<file path="src/rtl/malu_pkg.sv">
// malu_pkg: shared item type, operation codes and status bit positions for the misc alu unit
// no dependencies
`default_nettype none
package malu_pkg;

    // operation codes
    localparam logic [3:0] FN_XCN  = 4'd0;
    localparam logic [3:0] FN_DAA  = 4'd1;
    localparam logic [3:0] FN_DAS  = 4'd2;
    localparam logic [3:0] FN_MUL  = 4'd3;
    localparam logic [3:0] FN_DIV  = 4'd4;
    localparam logic [3:0] FN_CLRC = 4'd5;
    localparam logic [3:0] FN_SETC = 4'd6;
    localparam logic [3:0] FN_NOTC = 4'd7;
    localparam logic [3:0] FN_CLRV = 4'd8;
    localparam logic [3:0] FN_CLRP = 4'd9;
    localparam logic [3:0] FN_SETP = 4'd10;
    localparam logic [3:0] FN_EI   = 4'd11;
    localparam logic [3:0] FN_DI   = 4'd12;

    // status bit positions
    localparam int B_N = 7;
    localparam int B_V = 6;
    localparam int B_P = 5;
    localparam int B_H = 3;
    localparam int B_I = 2;
    localparam int B_Z = 1;
    localparam int B_C = 0;

    // number of quotient bits, one divider cell each
    localparam int QBITS = 9;

    // item travelling down the pipe
    typedef struct packed {
        logic       is_div;
        logic       ovf;
        logic [7:0] xv;
        logic [8:0] divisor;
        logic [8:0] rem;
        logic [8:0] dlow;
        logic [8:0] quo;
        logic [7:0] acc;
        logic [7:0] yr;
        logic [7:0] st;
    } t_item;

endpackage
`default_nettype wire

</file>
<file path="src/rtl/malu_prep.sv">
// malu_prep: front stage, does all non-divide operations and sets up the divide
// depends on malu_pkg
`default_nettype none
module malu_prep (
    input  wire             i_clk,
    input  wire             i_rst_n,
    input  wire             i_valid,
    output logic            o_ready,
    input  wire  [3:0]      i_func,
    input  wire  [7:0]      i_acc,
    input  wire  [7:0]      i_x,
    input  wire  [7:0]      i_y,
    input  wire  [7:0]      i_st,
    input  wire             i_ready,
    output logic            o_valid,
    output malu_pkg::t_item o_item
);

    logic            r_valid;
    malu_pkg::t_item r_item;
    malu_pkg::t_item n_item;

    logic [7:0]  a1, a2, st1, st2;
    logic [15:0] pair, prod, dvd;
    logic        ovf;

    assign o_ready = !r_valid || i_ready;

    // operation logic
    always_comb begin
        n_item         = '0;
        n_item.acc     = i_acc;
        n_item.yr      = i_y;
        n_item.st      = i_st;
        n_item.xv      = i_x;
        a1             = i_acc;
        a2             = i_acc;
        st1            = i_st;
        st2            = i_st;
        pair           = {i_y, i_acc};
        prod           = i_y * i_acc;
        ovf            = {1'b0, i_y} >= {i_x, 1'b0};
        dvd            = ovf ? (pair - {i_x[6:0], 9'd0}) : pair;
        case (i_func)
            malu_pkg::FN_XCN: begin
                n_item.acc = {i_acc[3:0], i_acc[7:4]};
                n_item.st[malu_pkg::B_N] = i_acc[3];
                n_item.st[malu_pkg::B_Z] = (i_acc == 8'd0);
            end
            malu_pkg::FN_DAA: begin
                if (i_st[malu_pkg::B_C] || i_acc > 8'h99) begin
                    a1 = i_acc + 8'h60;
                    st1[malu_pkg::B_C] = 1'b1;
                end
                if (st1[malu_pkg::B_H] || a1[3:0] > 4'h9) begin
                    a2 = a1 + 8'h06;
                end else begin
                    a2 = a1;
                end
                n_item.acc = a2;
                st2 = st1;
                st2[malu_pkg::B_N] = a2[7];
                st2[malu_pkg::B_Z] = (a2 == 8'd0);
                n_item.st = st2;
            end
            malu_pkg::FN_DAS: begin
                if (!i_st[malu_pkg::B_C] || i_acc > 8'h99) begin
                    a1 = i_acc - 8'h60;
                    st1[malu_pkg::B_C] = 1'b0;
                end
                if (!st1[malu_pkg::B_H] || a1[3:0] > 4'h9) begin
                    a2 = a1 - 8'h06;
                end else begin
                    a2 = a1;
                end
                n_item.acc = a2;
                st2 = st1;
                st2[malu_pkg::B_N] = a2[7];
                st2[malu_pkg::B_Z] = (a2 == 8'd0);
                n_item.st = st2;
            end
            malu_pkg::FN_MUL: begin
                n_item.acc = prod[7:0];
                n_item.yr  = prod[15:8];
                n_item.st[malu_pkg::B_N] = prod[15];
                n_item.st[malu_pkg::B_Z] = (prod[15:8] == 8'd0);
            end
            malu_pkg::FN_DIV: begin
                n_item.is_div  = 1'b1;
                n_item.ovf     = ovf;
                n_item.divisor = ovf ? (9'd256 - {1'b0, i_x}) : {1'b0, i_x};
                n_item.rem     = {2'b00, dvd[15:9]};
                n_item.dlow    = dvd[8:0];
                n_item.st[malu_pkg::B_V] = (i_y >= i_x);
                n_item.st[malu_pkg::B_H] = (i_y[3:0] >= i_x[3:0]);
            end
            malu_pkg::FN_CLRC: n_item.st[malu_pkg::B_C] = 1'b0;
            malu_pkg::FN_SETC: n_item.st[malu_pkg::B_C] = 1'b1;
            malu_pkg::FN_NOTC: n_item.st[malu_pkg::B_C] = !i_st[malu_pkg::B_C];
            malu_pkg::FN_CLRV: begin
                n_item.st[malu_pkg::B_V] = 1'b0;
                n_item.st[malu_pkg::B_H] = 1'b0;
            end
            malu_pkg::FN_CLRP: n_item.st[malu_pkg::B_P] = 1'b0;
            malu_pkg::FN_SETP: n_item.st[malu_pkg::B_P] = 1'b1;
            malu_pkg::FN_EI:   n_item.st[malu_pkg::B_I] = 1'b1;
            malu_pkg::FN_DI:   n_item.st[malu_pkg::B_I] = 1'b0;
            default: ;
        endcase
    end

    // stage register
    always_ff @(posedge i_clk) begin
        if (!i_rst_n) begin
            r_valid <= 1'b0;
        end else if (o_ready) begin
            r_valid <= i_valid;
        end
    end

    always_ff @(posedge i_clk) begin
        if (o_ready && i_valid) begin
            r_item <= n_item;
        end
    end

    assign o_valid = r_valid;
    assign o_item  = r_item;

endmodule
`default_nettype wire

</file>
<file path="src/rtl/malu_div_cell.sv">
// malu_div_cell: one restoring divide step, produces one quotient bit per item
// depends on malu_pkg
`default_nettype none
module malu_div_cell (
    input  wire             i_clk,
    input  wire             i_rst_n,
    input  wire             i_valid,
    output logic            o_ready,
    input  malu_pkg::t_item i_item,
    input  wire             i_ready,
    output logic            o_valid,
    output malu_pkg::t_item o_item
);

    logic            r_valid;
    malu_pkg::t_item r_item;
    malu_pkg::t_item n_item;
    logic [9:0]      trial;
    logic            ge;

    assign o_ready = !r_valid || i_ready;

    // shift in next dividend bit, subtract when it fits
    always_comb begin
        n_item = i_item;
        trial  = {i_item.rem, i_item.dlow[8]};
        ge     = trial >= {1'b0, i_item.divisor};
        if (i_item.is_div) begin
            n_item.rem  = ge ? 9'(trial - {1'b0, i_item.divisor}) : trial[8:0];
            n_item.dlow = {i_item.dlow[7:0], 1'b0};
            n_item.quo  = {i_item.quo[7:0], ge};
        end
    end

    always_ff @(posedge i_clk) begin
        if (!i_rst_n) begin
            r_valid <= 1'b0;
        end else if (o_ready) begin
            r_valid <= i_valid;
        end
    end

    always_ff @(posedge i_clk) begin
        if (o_ready && i_valid) begin
            r_item <= n_item;
        end
    end

    assign o_valid = r_valid;
    assign o_item  = r_item;

endmodule
`default_nettype wire

</file>
<file path="src/rtl/malu_fin.sv">
// malu_fin: final stage, folds the divide result and holds the output register
// depends on malu_pkg
`default_nettype none
module malu_fin (
    input  wire             i_clk,
    input  wire             i_rst_n,
    input  wire             i_valid,
    output logic            o_ready,
    input  malu_pkg::t_item i_item,
    input  wire             i_ready,
    output logic            o_valid,
    output logic [7:0]      o_acc,
    output logic [7:0]      o_y,
    output logic [7:0]      o_st
);

    logic       r_valid;
    logic [7:0] r_acc, r_y, r_st;
    logic [7:0] n_acc, n_y, n_st;

    assign o_ready = !r_valid || i_ready;

    // overflow case maps quotient and remainder to the odd chip values
    always_comb begin
        n_acc = i_item.acc;
        n_y   = i_item.yr;
        n_st  = i_item.st;
        if (i_item.is_div) begin
            n_acc = i_item.ovf ? (8'hFF - i_item.quo[7:0]) : i_item.quo[7:0];
            n_y   = i_item.ovf ? (i_item.xv + i_item.rem[7:0]) : i_item.rem[7:0];
            n_st[malu_pkg::B_N] = n_acc[7];
            n_st[malu_pkg::B_Z] = (n_acc == 8'd0);
        end
    end

    always_ff @(posedge i_clk) begin
        if (!i_rst_n) begin
            r_valid <= 1'b0;
        end else if (o_ready) begin
            r_valid <= i_valid;
        end
    end

    always_ff @(posedge i_clk) begin
        if (o_ready && i_valid) begin
            r_acc <= n_acc;
            r_y   <= n_y;
            r_st  <= n_st;
        end
    end

    assign o_valid = r_valid;
    assign o_acc   = r_acc;
    assign o_y     = r_y;
    assign o_st    = r_st;

endmodule
`default_nettype wire

</file>
<file path="src/rtl/misc_alu_ops_unit.sv">
// misc_alu_ops_unit: top level, front stage, divider cell chain, output stage
// depends on malu_pkg, malu_prep, malu_div_cell, malu_fin
//
//  channel | valid   | stall   | payload
//  in      | i_valid | o_stall | i_func i_acc_in i_xreg_in i_yreg_in i_status_in
//  out     | o_valid | i_stall | o_acc_out o_yreg_out o_status_out
//
// one item per cycle sustained while the output is not stalled; every operation passes all stages
// the divide is worked out by the nine divider cells, one quotient bit per cell
// each stage moves on when the next one is empty or moving, so bubbles close up
// while the output is stalled; o_stall rises only when the front stage is held
// reset is synchronous and empties all stages
`default_nettype none
module misc_alu_ops_unit (
    input  wire        i_clk,
    input  wire        i_rst_n,
    input  wire        i_valid,
    output logic       o_stall,
    input  wire  [3:0] i_func,
    input  wire  [7:0] i_acc_in,
    input  wire  [7:0] i_xreg_in,
    input  wire  [7:0] i_yreg_in,
    input  wire  [7:0] i_status_in,
    output logic       o_valid,
    input  wire        i_stall,
    output logic [7:0] o_acc_out,
    output logic [7:0] o_yreg_out,
    output logic [7:0] o_status_out
);

    localparam int N = malu_pkg::QBITS;

    logic            v   [0:N];
    logic            rdy [0:N];
    malu_pkg::t_item itm [0:N];
    logic            prep_ready, fin_ready;

    // front stage
    malu_prep u_prep (
        .i_clk   (i_clk),
        .i_rst_n (i_rst_n),
        .i_valid (i_valid),
        .o_ready (prep_ready),
        .i_func  (i_func),
        .i_acc   (i_acc_in),
        .i_x     (i_xreg_in),
        .i_y     (i_yreg_in),
        .i_st    (i_status_in),
        .i_ready (rdy[0]),
        .o_valid (v[0]),
        .o_item  (itm[0])
    );

    // divider cell chain
    for (genvar k = 0; k < N; k++) begin : g_cell
        malu_div_cell u_cell (
            .i_clk   (i_clk),
            .i_rst_n (i_rst_n),
            .i_valid (v[k]),
            .o_ready (rdy[k]),
            .i_item  (itm[k]),
            .i_ready (rdy[k+1]),
            .o_valid (v[k+1]),
            .o_item  (itm[k+1])
        );
    end

    assign rdy[N] = fin_ready;

    // output stage
    malu_fin u_fin (
        .i_clk   (i_clk),
        .i_rst_n (i_rst_n),
        .i_valid (v[N]),
        .o_ready (fin_ready),
        .i_item  (itm[N]),
        .i_ready (!i_stall),
        .o_valid (o_valid),
        .o_acc   (o_acc_out),
        .o_y     (o_yreg_out),
        .o_st    (o_status_out)
    );

    assign o_stall = !prep_ready;

`ifndef NO_ASSERTIONS
    // an empty front stage never pushes back
    a_no_false_stall: assert property (@(posedge i_clk) disable iff (!i_rst_n)
        !v[0] |-> !o_stall) else $error("stall with empty front stage");

    // remainder ends below the divisor
    a_rem_bound: assert property (@(posedge i_clk) disable iff (!i_rst_n)
        (v[N] && itm[N].is_div) |-> (itm[N].rem < itm[N].divisor))
        else $error("divide remainder not below divisor");

    // overflow quotient fits in eight bits
    a_ovf_quo: assert property (@(posedge i_clk) disable iff (!i_rst_n)
        (v[N] && itm[N].is_div && itm[N].ovf) |-> !itm[N].quo[8])
        else $error("overflow quotient too wide");
`endif

endmodule
`default_nettype wire

</file>
<file path="config.mk">
export PLATFORM = sky130hd
export DESIGN_NAME = misc_alu_ops_unit
export DESIGN_NICKNAME = d
export VERILOG_FILES = /design/src/rtl/malu_pkg.sv /design/src/rtl/malu_prep.sv /design/src/rtl/malu_div_cell.sv /design/src/rtl/malu_fin.sv /design/src/rtl/misc_alu_ops_unit.sv
export SDC_FILE = /design/constraint.sdc
export NUM_CORES = 1
export LEC_CHECK = 0
export BUFFER_PORTS_ARGS = -buffer_cell sky130_fd_sc_hd__clkbuf_2
export CORE_AREA = 10 10 314 195
export DETAILED_ROUTE_END_ITERATION = 7
export DIE_AREA = 0 0 324 205
export PLACE_DENSITY = 0.78
export SLEW_MARGIN = 25
export SYNTH_ARGS = -nofsm -noshare
export SYNTH_HDL_FRONTEND = slang
export SYNTH_HIERARCHICAL = 1
export SYNTH_SLANG_ARGS = --single-unit
</file>
<file path="constraint.sdc">
create_clock -name i_clk -period 5.1 [get_ports i_clk]
set_input_delay 0.255 -clock i_clk [delete_from_list [all_inputs] [get_ports i_clk]]
set_output_delay 0.255 -clock i_clk [all_outputs]
set_load 0.01 [all_outputs]
</file>
Word-level counts from Yosys, hierarchy flattened
Index checks and enable logic that the tools add are counted.
Operators by class
  $add $sub $neg: 17
  multiply operators: 1
  div/mod/pow operators: 0
  $lt $le $gt $ge: 15
  equal/unequal tests: 12
  shift-type cells: 0
  multiplexer cells: 46
  bitwise gates (word level): 0
  reductions and logical operators: 48
Operators by type and width (number)
  27-bit 2-to-1 mux: 8
  8-bit 2-to-1 mux: 15
  10-bit by 9-bit greater-or-equal comparator with 1-bit output: 8
  9-bit 2-to-1 mux: 8
  9-bit subtractor: 8
  8-bit zero test: 5
  8-bit case mux with 4 select lines: 1
  26-bit 2-to-1 mux: 1
  4-bit equality test (second input constant): 5
  8-bit by 9-bit greater-or-equal comparator with 1-bit output: 2
  4-bit by 3-bit equality test with 1-bit output (second input constant): 4
  8-bit by 8-bit multiplier with 16-bit output: 1
  16-bit 2-to-1 mux: 1
  16-bit subtractor: 1
  1-bit zero test: 15
  1-bit logical OR: 15
  1-bit logical AND: 11
  9-bit by 8-bit subtractor with 9-bit output (first input constant): 1
  8-bit by 3-bit adder with 8-bit output (second input constant): 1
  8-bit by 7-bit adder with 8-bit output (second input constant): 1
  8-bit adder: 1
  4-bit by 2-bit equality test with 1-bit output (second input constant): 2
  8-bit greater-or-equal comparator: 1
  4-bit greater-than comparator (second input constant): 2
  14 further kinds: 21
Storage, ports and cells
  flip-flop bits (word level): 704
  bits in latches: 0
  memory bits (writable): 0
  ROM bits: 0
  bits of input ports: 40
  output and inout bits: 26
  logic and storage cells: 260
  memories kept: 0

Longest topological paths before layout
Gate-level depths: netlist of run 1.
  depth in word-level cells: 13
  depth in mapped cells: 19
  depth with buffers taken out: 18

By module
Netlist of run 1, hierarchy kept.
By module, submodules not included
  malu_div_cell (g_cell[0].u_cell ...): times used 8, cells an instance 198, area each 3049.2 µm², sequential area each 2122.0 µm²
  malu_prep: times used 1, cells an instance 685, area each 6206.0 µm², sequential area each 1791.7 µm²
  malu_div_cell (g_cell[6].u_cell): times used 1, cells an instance 185, area each 2982.9 µm², sequential area each 2122.0 µm²
  malu_fin: times used 1, cells an instance 147, area each 1534.0 µm², sequential area each 740.7 µm²
  misc_alu_ops_unit: times used 1, cells an instance 2, area each 7.5 µm², sequential area each 0.0 µm²

Worst setup path after synthesis of run 1
OpenSTA, ideal clock, no wires.
  path type: input to register
  start: in i_acc_in[4]
  end: reg u_prep.r_item, in the netlist u_prep/o_item[7], data pin
  setup time: 0.262 ns
  arrival time: 4.465 ns
  required time: 4.838 ns
  slack: 0.373 ns
  cell stages on the path: 19
  path buffers: 2
  cells stage by stage: clkbuf_1 > clkbuf_1 > and2_1 > fa_1 > inv_1 > fa_1 > inv_1 > fa_1 > inv_1 > fa_1 > inv_1 > ha_1 > or3_1 > o21ba_4 > nor2_2 > o41ai_2 > xnor2_1 > or2_1 > a21oi_2
RTL lines
  start: declaration: line misc_alu_ops_unit.sv:20  | input wire [7:0] i_acc_in,
  end signal: assignment: line malu_prep.sv:123  | r_item <= n_item;
  end: declaration: line malu_prep.sv:20  | malu_pkg::t_item r_item;

==> results of run 1 <==
per-stage QoR:
stage               std cells   util  hold WS [ns]  setup slack [ns]
floorplan                2484      -         0.354             0.373
global placement         3183  0.604         0.401             0.342
detailed placement       3183  0.604         0.405             0.246
CTS                      3302  0.643        0.0103             0.864
global route             3303  0.644        0.0331             0.601
finish                   3303  0.644        0.0342             0.786
worst max-delay path, stage by stage:
cell      delay, ns
clkbuf_2       0.16
buf_4          0.29
nand2_1        0.12
fa_1           0.57
fa_1           0.44
fa_1           0.56
inv_1          0.06
fa_1           0.53
ha_1           0.32
or3_1          0.37
o22a_2         0.23
a31o_1         0.21
a21oi_1        0.19
xor2_1         0.20
o21ai_0        0.10
cell usage in the layout, fill, tap and decap left out, drive strengths merged, types with 12 or more instances in the layout:
master	n
and2	39
mux2	102
a211oi	35
a311oi	14
nor3	38
clkbuf	135
fa	47
a31oi	32
inv	201
a211o	12
mux2i	57
and3	20
xor2	40
nand2b	26
edfxtp	649
nor2	175
xnor2	18
nand2	158
buf	31
o21ai	71
ha	144
a21o	28
or3	15
a21oi	135
clkinv	21
a21boi	18
o211ai	27
nand3b	32
nand3	60
final timing paths:
path,startpoint,cells past startpoint,endpoint
worst min register to register,g_cell[4].u_cell/o_item[61],0,g_cell[5].u_cell/o_item[61]
worst max-delay path,i_acc_in[4],15,u_prep/o_item[12]
worst min-delay path,i_status_in[7],3,u_prep/o_item[7]
worst max register to register,u_fin/o_valid,13,u_prep/o_item[57]
metal layers:
layer  part of all wire  up-vias  routed length [µm]
li1                   -     9202                   -
met1               0.47     9404               30500
met2               0.44      653               28100
met3              0.072      119                4640
met4              0.018        2                1190
met5            0.00012        -                   8
state kept, by name, indices dropped and copies added (netlist names):
name and count:
g_cell.u_cell/o_item 566, u_prep/o_item 59, g_cell.u_cell/o_valid 9, u_fin/o_acc 8
u_fin/o_st 8, u_fin/o_y 8, u_fin/o_valid 1, u_prep/o_valid 1
where the power goes:
part           internal (mW)  switching [mW]  leakage, nW
clock network           2.70            1.97         1.00
logic                  0.544           0.826         6.12
registers               5.99          0.0390         6.01
final cells by class:
class	count	area, µm²
inverters	197	739
fillers	3931	19700
clock buffers	70	1510
repair buffers	107	676
multi-input cells	1507	11500
flip-flops and latches	660	19700
well taps	724	906
clock inverters	38	558
==> metrics.csv, run 1 <==
metric,value,unit
Fin. Hold Viols,0,
Max Cap Viol,0,
GRT met2 Usage,0.286,
worst reg-to-reg setup slack,1.68,ns
Area Growth Syn to Fin,9.33,%
gr usage total,0.193,
via density per instance,5.87,
power per cell area,339,nW/µm²
CP Capture Type,flip-flop,
Initial Utilization,0.589,
Post-Syn Area,32600,µm²
die area,66400,µm²
DR vias,19400,
CTS Hold Bufs,11,
"Power, Total",12.1,mW
setup tns final,0,ns
CP startpoint kind,input port,
initial antenna violation count,3,
Post-CTS Setup Bufs,0,
DRT Wirelength,64500,µm
most used routing layer,met1,
first-pass GRT wire length,103000,µm
grt met1 use,0.292,
"Clk Latency, worst-skew pair",0.62,ns
vias in the first global route,18600,
M3 GR Usage,0.0390,
Num CTS Buffers,57,
max frequency,232,MHz
pin count of the biggest net entering global routing,69,
initial drt markers,1910,
post_cts resized,0,
Lkg Pwr,13.1,nW
CTS max path bufs,3,
area post-placement,33400,µm²
"Period Utilization, post-route",0.846,
critical path peak fanout,22,
Root Buffer,clkbuf_16,
share of layout cells above drive strength 1,0.150,
Mapped Avg Cell Area,13.2,µm²
antenna-violating nets left,0,
Port Buf Inserts,65,
HP Class,in -> reg,
instance count of the mapped netlist,2475,
Ports,66,
drt wl/cell,19.5,µm
worst vdd ir,0.000274,V
RSZ-0062 raised after global routing,no,
# diodes,0,
Pre-antenna DRT Iters,5,
Layout Skew,0.0522,ns
routability congestion estimate from global placement,0.934,
Crit path arrival time,4.61,ns
slew margin rel.,0.305,
Clock transition at path regs,0.06,ns
HPWL Detailed,44800,µm
status,"complete, no violations",
grt ovf,0,
minimum clock period,4.31,ns
placement row count,67,
CTS tree,yes,
DR DRC count,0,
die height,205,µm
Setup-failing EPs final,0,
CTS H-tree depth,2,
"Req. time, crit path",5.39,ns
Finished Cell Area,35600,µm²
Syn. warnings,6,
Nets,2761,
Die Wd,324,µm
"Slew Viols, Final",0,
core outline area,55300,µm²
kind of critical path,in -> reg,
CTS sink count,660,
slew at the pin with the worst max-slew slack,1.04,ns
Note: power is estimated with default switching activity, not from simulation.
==> run 2: changes to the inputs <==
--- a/config.mk
+++ b/config.mk
@@ -6,10 +6,10 @@
 export NUM_CORES = 1
 export LEC_CHECK = 0
 export BUFFER_PORTS_ARGS = -buffer_cell sky130_fd_sc_hd__clkbuf_2
-export CORE_AREA = 10 10 314 195
+export CORE_AREA = 10 10 329 204
 export DETAILED_ROUTE_END_ITERATION = 7
-export DIE_AREA = 0 0 324 205
-export PLACE_DENSITY = 0.78
+export DIE_AREA = 0 0 339 214
+export PLACE_DENSITY = 0.75
 export SLEW_MARGIN = 25
 export SYNTH_ARGS = -nofsm -noshare
 export SYNTH_HDL_FRONTEND = slang
==> constraint.sdc (replaced) <==
create_clock -name i_clk -period 3.47 [get_ports i_clk]
set_input_delay 0.1735 -clock i_clk [delete_from_list [all_inputs] [get_ports i_clk]]
set_output_delay 0.1735 -clock i_clk [all_outputs]
set_load 0.01 [all_outputs]
==> metrics.csv, run 2 (same netlist as run 1, synthesis figures left out) <==
metric,value,unit,change
CTS H-tree depth,2,,unchanged
Fin. Hold Viols,0,,unchanged
die height,214,µm,+4.4%
kind of critical path,in -> reg,,
vias in the first global route,18800,,+1.1%
share of layout cells above drive strength 1,0.198,,+0.0483
HPWL Detailed,47000,µm,+5.1%
initial antenna violation count,1,,-2
pin count of the biggest net entering global routing,69,,unchanged
DR vias,19400,,+0.20%
power per cell area,495,nW/µm²,+46%
max frequency,264,MHz,
CTS max path bufs,3,,unchanged
DR DRC count,0,,unchanged
Lkg Pwr,13.6,nW,+3.6%
Finished Layout Cells,3516,,+6.4%
DRT Wirelength,65600,µm,+1.7%
routability congestion estimate from global placement,0.934,,about the same
failing checks,setup timing,,
Root Buffer,clkbuf_16,,
most common library cell in the layout ignoring fill and taps,edfxtp_1,,
Min Hold Slack,0.0428,ns,+0.00860 ns
status,"finished, violations left",,
worst vdd ir,0.000407,V,+48%
Crit path arrival time,4.15,ns,-0.46 ns
placement row count,71,,+6.0%
Port Buf Inserts,65,,unchanged
Cell Count Post-Placement,3382,,+6.3%
initial drt markers,1560,,-18%
slew margin rel.,0.383,,+0.0780
CTS sink count,660,,unchanged
"Period Utilization, post-route",1.09,,
Layout Skew,0.0529,ns,+0.000754 ns
first-pass GRT wire length,104000,µm,+0.80%
Die Wd,339,µm,+4.6%
"Clk Latency, worst-skew pair",0.65,ns,+0.03 ns
core outline area,61600,µm²,+11%
fillers,4698,,+20%
CTS tree,yes,,
drt wl/cell,18.7,µm,-4.4%
grt ovf,0,,unchanged
Ports,66,,unchanged
die area,72500,µm²,+9.2%
via density per instance,5.52,,-5.9%
gr usage total,0.176,,-0.0166
Area Growth Syn to Fin,13.1,%,
"Req. time, crit path",3.83,ns,-1.56 ns
Setup-failing EPs final,7,,+7
Largest register FFs,566,,unchanged
pre-CTS setup slack,-1.05,ns,-1.29 ns
Nets,2860,,+3.6%
# diodes,0,,unchanged
critical path peak fanout,3,,-86%
antenna-violating nets left,0,,unchanged
Pre-antenna DRT Iters,6,,+1
HP Class,in -> reg,,
minimum clock period,3.78,ns,
"Slew Viols, Final",0,,unchanged
Initial Utilization,0.529,,-0.0596
Clock transition at path regs,0.09,ns,+0.03 ns
RSZ-0062 raised after global routing,yes,,
most frequent cells in the layout,"649 x edfxtp_1, 185 x inv_1, 171 x nor2_1",,
CP startpoint kind,input port,,
slew at the pin with the worst max-slew slack,0.915,ns,-0.127 ns
Num CTS Buffers,57,,unchanged
Max Cap Viol,0,,unchanged
post-route setup slack,-0.312,ns,-1.10 ns
CP Capture Type,flip-flop,,
## run 2: per-stage QoR
stage	total power, mW	area [µm²]	TNS [ns]	util
after detailed placement	11.5	34300	-10.91	0.558
after floorplan	10.6	32800	-6.03	-
after global placement	11.5	34300	-10.69	0.558
after CTS	18.1	36600	-1.14	0.595
final	18.2	36800	-1.22	0.599
after global routing	19.0	36800	-2.44	0.599
## run 2: repair_timing
| item | in CTS | in global routing |
|---|---|---|
| hold buffers | 19 | 0 |
| setup endpoints to repair | 9 | 14 |
| endpoints found under the hold margin | 26 | 0 |
| setup buffers | 5 | 2 |
| pin swaps | 28 | 39 |
| gates resized for setup | 37 | 44 |
## run 2: path summary, 6_finish.rpt
check	start	slack [ns]	end	cells past startpoint
worst max-delay path	i_acc_in[2]	-0.31	u_prep/o_item[7]	18
worst min-delay path	i_func[3]	0.04	u_prep/o_item[2]	3
worst max register to register	u_fin/o_valid	0.32	g_cell[0].u_cell/o_item[45]	12
worst min register to register	g_cell[0].u_cell/o_item[63]	0.39	g_cell[1].u_cell/o_item[63]	0
## run 2: final cells by class
class	count	area, µm²	share of cell area
Sequential cell	660	19700	0.535
Tap cell	839	1050	0.0285
Timing Repair Buffer	206	1590	0.0432
Multi-Input combinational cell	1507	11900	0.322
Inverter	197	739	0.0201
Clock inverter	43	424	0.0115
Clock buffer	64	1450	0.0394
## run 2: critical path, cell delays in order
cell	delay (ns)
clkbuf_16	0.14
and2_4	0.14
fa_1	0.56
inv_2	0.05
fa_1	0.49
inv_2	0.04
fa_1	0.47
inv_1	0.05
fa_1	0.49
inv_2	0.05
ha_4	0.15
or3_4	0.37
o21ba_4	0.26
nor2_2	0.05
o41ai_2	0.23
xnor2_1	0.21
or2_1	0.17
a21oi_2	0.06
## run 2: where the power goes
group          total (mW)  switching (mW)  leakage [nW]  internal [mW]
clock network        6.36            2.88         0.916           3.49
logic                2.99            1.58          6.68           1.41
registers            8.87          0.0625          6.01           8.81
## run 2: layer usage
layer	up-vias	global-route usage	routed length, µm
met2	469	0.249	27300
li1	9407	-	-
met5	-	0	0
met3	88	0.0364	3640
met1	9454	0.275	33600
met4	0	0.0378	1050
